$ cat src/msfsec_pkg.sv
// Shared constants and types for the MSF timecode to sector number converter.
package msfsec_pkg;

	localparam int unsigned CHAR_W  = 8;
	localparam int unsigned ACC_W   = 31;
	localparam int unsigned DIGIT_W = 4;
	localparam int unsigned REM_W   = 13;
	localparam int unsigned PROD_W  = 44;
	localparam int unsigned TDATA_W = 32;

	typedef logic [CHAR_W-1:0] char_t;
	typedef logic [ACC_W-1:0]  acc_t;
	typedef logic [REM_W-1:0]  rem_t;
	typedef logic [PROD_W-1:0] prod_t;

	// Field position codes
	typedef logic [1:0] field_t;
	localparam field_t FIELD_MIN    = 2'd0;
	localparam field_t FIELD_SEC    = 2'd1;
	localparam field_t FIELD_FRM    = 2'd2;
	localparam field_t FIELD_UNUSED = 2'd3;

	// Character codes
	localparam char_t CHAR_TERM  = 8'h00;
	localparam char_t CHAR_COLON = 8'h3A;
	localparam char_t CHAR_ZERO  = 8'h30;
	localparam char_t CHAR_NINE  = 8'h39;

	localparam acc_t  SECS_PER_MIN   = 31'd60;
	localparam acc_t  FRAMES_PER_SEC = 31'd75;
	localparam prod_t FRAMES_PER_MIN = 44'd4500;
	localparam rem_t  FRAMES_PER_SEC_R = 13'd75;

	// Status bit codes
	localparam logic STATUS_OK  = 1'b0;
	localparam logic STATUS_ERR = 1'b1;

endpackage

$ cat src/msf_timecode_to_sector_unit.sv
// Top level of the MSF timecode to sector number converter.
//
// Feed a timecode string "minutes:seconds:frames" one ASCII character per
// input transaction on the s_ side; a zero byte ends the string and produces
// exactly one output transaction on the m_ side carrying the sector number
// minutes*4500 + seconds*75 + frames and a status bit. Each field needs at
// least one decimal digit and fields are separated by single colons. Any bad
// character, misplaced colon, missing digit, seconds of 60 or more, frames of
// 75 or more, a field above 2^31-1 or a sum above 2^31-1 gives status 1 with a
// sector number of 0; the error is held until the terminator, which always
// returns the parser to its reset state. The block takes one character every
// cycle while later stages have room. A result goes from the input register
// through the parser snapshot and the minutes*4500 multiplier to the add and
// range check of the output register. Each stage has its own valid bit, so
// input is still taken while a result waits in the output register.
module msf_timecode_to_sector_unit (
	input  logic        clk,
	input  logic        arst_n,
	input  logic        s_tvalid,
	output logic        s_tready,
	input  logic [7:0]  s_tdata,   // [7:0] char_code
	output logic        m_tvalid,
	input  logic        m_tready,
	output logic [31:0] m_tdata,   // [30:0] sector_number, [31] zero
	output logic        m_tuser    // [0] status
);

	// ---------------- stage handshakes ----------------
	logic valid_s1, valid_s2, valid_s3;
	logic rdy_out, rdy_s3, rdy_s2, rdy_s1;

	// Each stage moves forward when the next one is empty or moving too.
	assign rdy_out  = !m_tvalid || m_tready;
	assign rdy_s3   = !valid_s3 || rdy_out;
	assign rdy_s2   = !valid_s2 || rdy_s3;
	assign rdy_s1   = !valid_s1 || rdy_s2;
	assign s_tready = rdy_s1;

	// ---------------- input register ----------------
	msfsec_pkg::char_t char_s1;

	always_ff @(posedge clk or negedge arst_n) begin
		if (!arst_n) begin
			valid_s1 <= 1'b0;
		end else if (rdy_s1) begin
			valid_s1 <= s_tvalid;
		end
	end

	always_ff @(posedge clk) begin
		if (rdy_s1 && s_tvalid) begin
			char_s1 <= s_tdata;
		end
	end

	// ---------------- parser state ----------------
	msfsec_pkg::field_t fpos_q;
	logic               seen_q;
	logic               err_q;
	msfsec_pkg::acc_t   min_q, sec_q, frm_q;

	// Consume the character in stage 1 only when stage 2 can take a result.
	logic take_s1;
	assign take_s1 = valid_s1 && rdy_s2;

	logic                     is_term, is_digit, is_colon;
	logic [msfsec_pkg::DIGIT_W-1:0] digit;
	msfsec_pkg::acc_t         cur_acc;
	logic                     cur_bad;
	logic [msfsec_pkg::ACC_W+3:0] acc_next;
	logic                     acc_ovf;
	logic                     term_bad;
	msfsec_pkg::rem_t         rem_val;

	always_comb begin
		is_term  = (char_s1 == msfsec_pkg::CHAR_TERM);
		is_colon = (char_s1 == msfsec_pkg::CHAR_COLON);
		is_digit = char_s1 inside {[msfsec_pkg::CHAR_ZERO:msfsec_pkg::CHAR_NINE]};
		digit    = msfsec_pkg::DIGIT_W'(char_s1 - msfsec_pkg::CHAR_ZERO);

		// Select the field being accumulated; the unused position is an error.
		cur_bad = 1'b0;
		case (fpos_q)
			msfsec_pkg::FIELD_MIN: cur_acc = min_q;
			msfsec_pkg::FIELD_SEC: cur_acc = sec_q;
			msfsec_pkg::FIELD_FRM: cur_acc = frm_q;
			default: begin
				cur_acc = '0;
				cur_bad = 1'b1;
			end
		endcase

		// acc*10 + d as two shifts and adds; overflow past 31 bits is an error.
		acc_next = {1'b0, cur_acc, 3'b000} + {3'b000, cur_acc, 1'b0}
			+ (msfsec_pkg::ACC_W+4)'(digit);
		acc_ovf  = (acc_next[msfsec_pkg::ACC_W+3:msfsec_pkg::ACC_W] != 4'd0);

		term_bad = err_q || (fpos_q != msfsec_pkg::FIELD_FRM) || !seen_q
			|| (sec_q >= msfsec_pkg::SECS_PER_MIN)
			|| (frm_q >= msfsec_pkg::FRAMES_PER_SEC);

		// Seconds and frames are small whenever the result is good.
		rem_val = msfsec_pkg::rem_t'(sec_q[5:0]) * msfsec_pkg::FRAMES_PER_SEC_R
			+ msfsec_pkg::rem_t'(frm_q[6:0]);
	end

	always_ff @(posedge clk or negedge arst_n) begin
		if (!arst_n) begin
			fpos_q <= msfsec_pkg::FIELD_MIN;
			seen_q <= 1'b0;
			err_q  <= 1'b0;
			min_q  <= '0;
			sec_q  <= '0;
			frm_q  <= '0;
		end else if (take_s1) begin
			if (is_term) begin
				// Terminator: clear everything for the next string.
				fpos_q <= msfsec_pkg::FIELD_MIN;
				seen_q <= 1'b0;
				err_q  <= 1'b0;
				min_q  <= '0;
				sec_q  <= '0;
				frm_q  <= '0;
			end else if (!err_q) begin
				if (is_digit) begin
					if (cur_bad || acc_ovf) begin
						err_q <= 1'b1;
					end else begin
						seen_q <= 1'b1;
						case (fpos_q)
							msfsec_pkg::FIELD_MIN: min_q <= acc_next[msfsec_pkg::ACC_W-1:0];
							msfsec_pkg::FIELD_SEC: sec_q <= acc_next[msfsec_pkg::ACC_W-1:0];
							default:               frm_q <= acc_next[msfsec_pkg::ACC_W-1:0];
						endcase
					end
				end else if (is_colon) begin
					// Advance only past a field with a digit, and never past frames.
					if (fpos_q inside {msfsec_pkg::FIELD_MIN, msfsec_pkg::FIELD_SEC}
						&& seen_q) begin
						fpos_q <= fpos_q + 2'd1;
						seen_q <= 1'b0;
					end else begin
						err_q <= 1'b1;
					end
				end else begin
					err_q <= 1'b1;
				end
			end
		end
	end

	// ---------------- stage 2: snapshot of a finished string ----------------
	msfsec_pkg::acc_t min_s2;
	msfsec_pkg::rem_t rem_s2;
	logic             bad_s2;

	always_ff @(posedge clk or negedge arst_n) begin
		if (!arst_n) begin
			valid_s2 <= 1'b0;
		end else if (rdy_s2) begin
			valid_s2 <= valid_s1 && is_term;
		end
	end

	always_ff @(posedge clk) begin
		if (take_s1 && is_term) begin
			min_s2 <= min_q;
			rem_s2 <= rem_val;
			bad_s2 <= term_bad;
		end
	end

	// ---------------- stage 3: minutes times frames per minute ----------------
	msfsec_pkg::prod_t prod_s3;
	msfsec_pkg::rem_t  rem_s3;
	logic              bad_s3;

	always_ff @(posedge clk or negedge arst_n) begin
		if (!arst_n) begin
			valid_s3 <= 1'b0;
		end else if (rdy_s3) begin
			valid_s3 <= valid_s2;
		end
	end

	always_ff @(posedge clk) begin
		if (rdy_s3 && valid_s2) begin
			prod_s3 <= msfsec_pkg::prod_t'(min_s2) * msfsec_pkg::FRAMES_PER_MIN;
			rem_s3  <= rem_s2;
			bad_s3  <= bad_s2;
		end
	end

	// ---------------- output register: add and range check ----------------
	msfsec_pkg::prod_t sum;
	logic              res_bad;

	always_comb begin
		sum     = prod_s3 + msfsec_pkg::PROD_W'(rem_s3);
		res_bad = bad_s3
			|| (sum[msfsec_pkg::PROD_W-1:msfsec_pkg::ACC_W] != '0);
	end

	always_ff @(posedge clk or negedge arst_n) begin
		if (!arst_n) begin
			m_tvalid <= 1'b0;
		end else if (rdy_out) begin
			m_tvalid <= valid_s3;
		end
	end

	always_ff @(posedge clk) begin
		if (rdy_out && valid_s3) begin
			if (res_bad) begin
				m_tdata <= '0;
				m_tuser <= msfsec_pkg::STATUS_ERR;
			end else begin
				m_tdata <= {1'b0, sum[msfsec_pkg::ACC_W-1:0]};
				m_tuser <= msfsec_pkg::STATUS_OK;
			end
		end
	end

endmodule

$ cat config.mk
export PLATFORM = sky130hd
export DESIGN_NAME = msf_timecode_to_sector_unit
export DESIGN_NICKNAME = d
export VERILOG_FILES = /design/src/msfsec_pkg.sv /design/src/msf_timecode_to_sector_unit.sv
export SDC_FILE = /design/constraint.sdc
export NUM_CORES = 1
export LEC_CHECK = 0
export ABC_AREA = 1
export ABC_CLOCK_PERIOD_IN_PS = 9800
export BUFFER_PORTS_ARGS = -buffer_cell sky130_fd_sc_hd__buf_2
export CAP_MARGIN = 20
export CORE_MARGIN = 2
export CORE_UTILIZATION = 45
export CTS_BUF_LIST = sky130_fd_sc_hd__clkbuf_8
export DETAILED_ROUTE_END_ITERATION = 10
export PLACE_DENSITY = 0.7
export SKIP_CTS_REPAIR_TIMING = 1
export SLEW_MARGIN = 15
export SYNTH_ARGS = -nofsm -noshare
export SYNTH_HDL_FRONTEND = slang
export SYNTH_SLANG_ARGS = --single-unit
$ cat constraint.sdc
create_clock -name clk -period 9.8 [get_ports clk]
set_clock_uncertainty 0.15 [all_clocks]
set_input_delay 1.96 -clock clk [delete_from_list [all_inputs] [get_ports clk]]
set_output_delay 1.96 -clock clk [all_outputs]
set_load 0.01 [all_outputs]
==> impl_metrics.json <==
{
  "grt_max_degree": 97,
  "critPathSlowestCell": "nand2_1",
  "end_kind": "flip-flop",
  "drtPass1Iterations": 5,
  "power_density_nw_per_um2": 89.01,
  "cap_violations": 0,
  "cts_buffer_depth": 3,
  "syn_nets": 3002,
  "setup_tns_ns": 0,
  "ant_nets": 0,
  "finalPower_mw": 2.020,
  "synth_seq_cells": 242,
  "drcViolationCount": 0,
  "synth_top_area_share_pct": 20.06,
  "rsz0062_at_grt": "false",
  "crit_top_cell": "nand2_1",
  "path_clk_slew_ns": 0.06,
  "synth_ff_type": "edfxtp_1",
  "setup_slack_ns": 3.892,
  "cp-startpoint": "fpos_q[1]",
  "synth_top_cells_by_area": "edfxtp_1 20%, ha_1 17%, nand2_1 13%",
  "yosys.area.top_type": "edfxtp_1",
  "cpLargestDelayFamily": "simple AND/OR/NAND/NOR gates",
  "die_w_um": 220.6,
  "gp_congestion": 0.9338,
  "final_area_um2": 22690,
  "drive_gt1_share_pct": 6.995,
  "syn_area_per_cell_um2": 8.069,
  "wirelength_um": 50560,
  "min-delay-start": "rem_s2[0]",
  "relSlewSlack_pct": 29.42,
  "num_vias": 16820,
  "io_buffers": 45,
  "clk_latency_ns": 0.61,
  "maxSlewViolCount": 0,
  "status": "complete, no violations",
  "start_util_pct": 45.44,
  "drt_iter0_drc": 1015,
  "cp.arrival_ns": 6.24,
  "cts_made_buffers": 43,
  "postPlaceCellArea_um2": 21860,
  "tightest_slew_ns": 1.056,
  "yosysWarnings": 0,
  "fp-row-count": 79,
  "holdWs_ns": 0.2676,
  "cts.sinks": 242,
  "grt_pass1_vias": 16500,
  "timing.final.crit_share_pct": 60.29,
  "antenna_found_initial": 1,
  "synth.distinct_cells": 52,
  "worst-path-buf-inv": 4,
  "synthesis.area_um2": 21110,
  "place_hpwl_um": 41290,
  "die_y_um": 220.6,
  "wl_per_cell_um": 15.28,
  "worst_path_largest_cell_delay_ns": 0.91,
  "grt_pass1_wl_um": 82580,
  "synthToLayoutAreaGrowth_pct": 7.498,
  "leakage_nw": 12.66,
  "final_common_cell": "nand2_1",
  "routed_via_density": 5.084,
  "start_kind": "flip-flop",
  "syn_inst": 2616,
  "final_cell_mix": "719 x nand2_1, 464 x inv_1, 284 x ha_1, 193 x nand3_1, 158 x nor2_1",
  "peakVddDrop_v": 0.00006885,
  "criticalPathCategory": "reg2reg",
  "r2r-start": "fpos_q[1]",
  "finalSetupViolCount": 0,
  "grt_remaining_overflow": 0,
  "min_period_ns": 5.909,
  "synthArstFlopShare_pct": 41.74,
  "nets": 3054,
  "dp_slack_ns": 4.074,
  "fillerInstances": 4468,
  "hp-class": "reg2reg",
  "synth_edf_count": 141,
  "cp_data_required_time_ns": 10.13,
  "timing.fmax_mhz": 169.2,
  "htreeDepth": 2,
  "pin_count": 47,
  "seq_area_frac_synth_pct": 32.03,
  "hold_violations": 0,
  "track_usage_pct": 21.22,
  "cts_tree": "yes",
  "dieArea_um2": 48660,
  "coreArea_um2": 46460,
  "diodes": 0,
  "clockRootBuffer": "clkbuf_8",
  "path_max_fanout": 96
}
==> cell type report <==
class	count	area, µm²	area share, %
Multi-Input combinational cell	1861	12290	54.17
Sequential cell	242	6761	29.80
Inverter	465	1745	7.692
Tap cell	607	759.5	3.347
Clock buffer	48	660.6	2.911
Timing Repair Buffer	55	302.8	1.334
Clock inverter	31	170.2	0.7499
==> logic make-up (layout without fill, tap and decap cells) <==
logic type | count (synthesis) | in the layout | synth area share (%)
simple gates | 1197 | 1197 | 23.98
buf+inv | 513 | 599 | 9.798
fa+ha+maj | 374 | 374 | 25.37
flops | 242 | 242 | 32.03
compound gates | 220 | 220 | 5.939
xor+xnor | 69 | 69 | 2.863
other cells | 1 | 1 | 0.01776
==> metrics by stage <==
step | cells | util (%)
finish | 3309 | 48.84
global route | 3309 | 48.84
CTS | 3309 | 48.84
detailed placement | 3230 | 47.06
global placement | 3230 | 47.06
floorplan | 2616 | -
==> report_power, final <==
group          switching [mW]  internal (mW)  leakage [nW]  total [mW]
sequential            0.00201           1.07          2.78        1.08
combinational          0.0180        0.00484          9.40      0.0228
clock                   0.440          0.480         0.480       0.920
total                   0.460           1.56          12.7        2.02
==> flip-flops by register name, summed over array words and instances, names as in the netlist, 13 cells and up <==
| signal | cells |
|---|---|
| rem_s2 | 13 |
| rem_s3 | 13 |
| frm_q | 31 |
| min_q | 31 |
| sec_q | 31 |
| min_s2 | 31 |
| prod_s3 | 42 |
| m_tdata | 31 |
==> synth_stat cells (4+ instances only) <==
| master | instances |
|---|---|
| nand2_1 | 719 |
| inv_1 | 454 |
| ha_1 | 284 |
| nand3_1 | 193 |
| nor2_1 | 161 |
| edfxtp_1 | 141 |
| a21oi_1 | 112 |
| dfrtp_1 | 101 |
| fa_1 | 90 |
| o21ai_0 | 52 |
| xor2_1 | 45 |
| nor2_2 | 30 |
| nand4_1 | 28 |
| xnor2_1 | 24 |
| nor3_1 | 21 |
| buf_2 | 18 |
| o21bai_1 | 12 |
| clkbuf_1 | 11 |
| nand2_2 | 11 |
| nor4_1 | 11 |
| inv_2 | 10 |
| a21o_1 | 8 |
| buf_8 | 8 |
| buf_1 | 6 |
| a31o_2 | 5 |
| or4_1 | 5 |
| a211oi_1 | 4 |
| a21boi_0 | 4 |
| a31oi_1 | 4 |
| and3_1 | 4 |
| o211ai_1 | 4 |
==> per-layer routing <==
layer	track usage, %	wire [µm]	vias to the layer above
met5	0	0	-
li1	-	-	8513
met1	26.74	22070	7773
met4	8.556	1965	0
met3	3.175	2292	119
met2	36.53	24230	418
==> worst paths after layout <==
path / to / slack, ns / cells after the start
min reg2reg: rem_s3[0] / 0.27 / 0
min: rem_s3[0] / 0.27 / 0
min in group asynchronous: frm_q[29] / 1.22 / 1
max in group asynchronous: min_q[10] / 7.13 / 2
max: frm_q[20] / 3.89 / 25
max reg2reg: frm_q[20] / 3.89 / 25
Power figures use the tool's default switching activity.
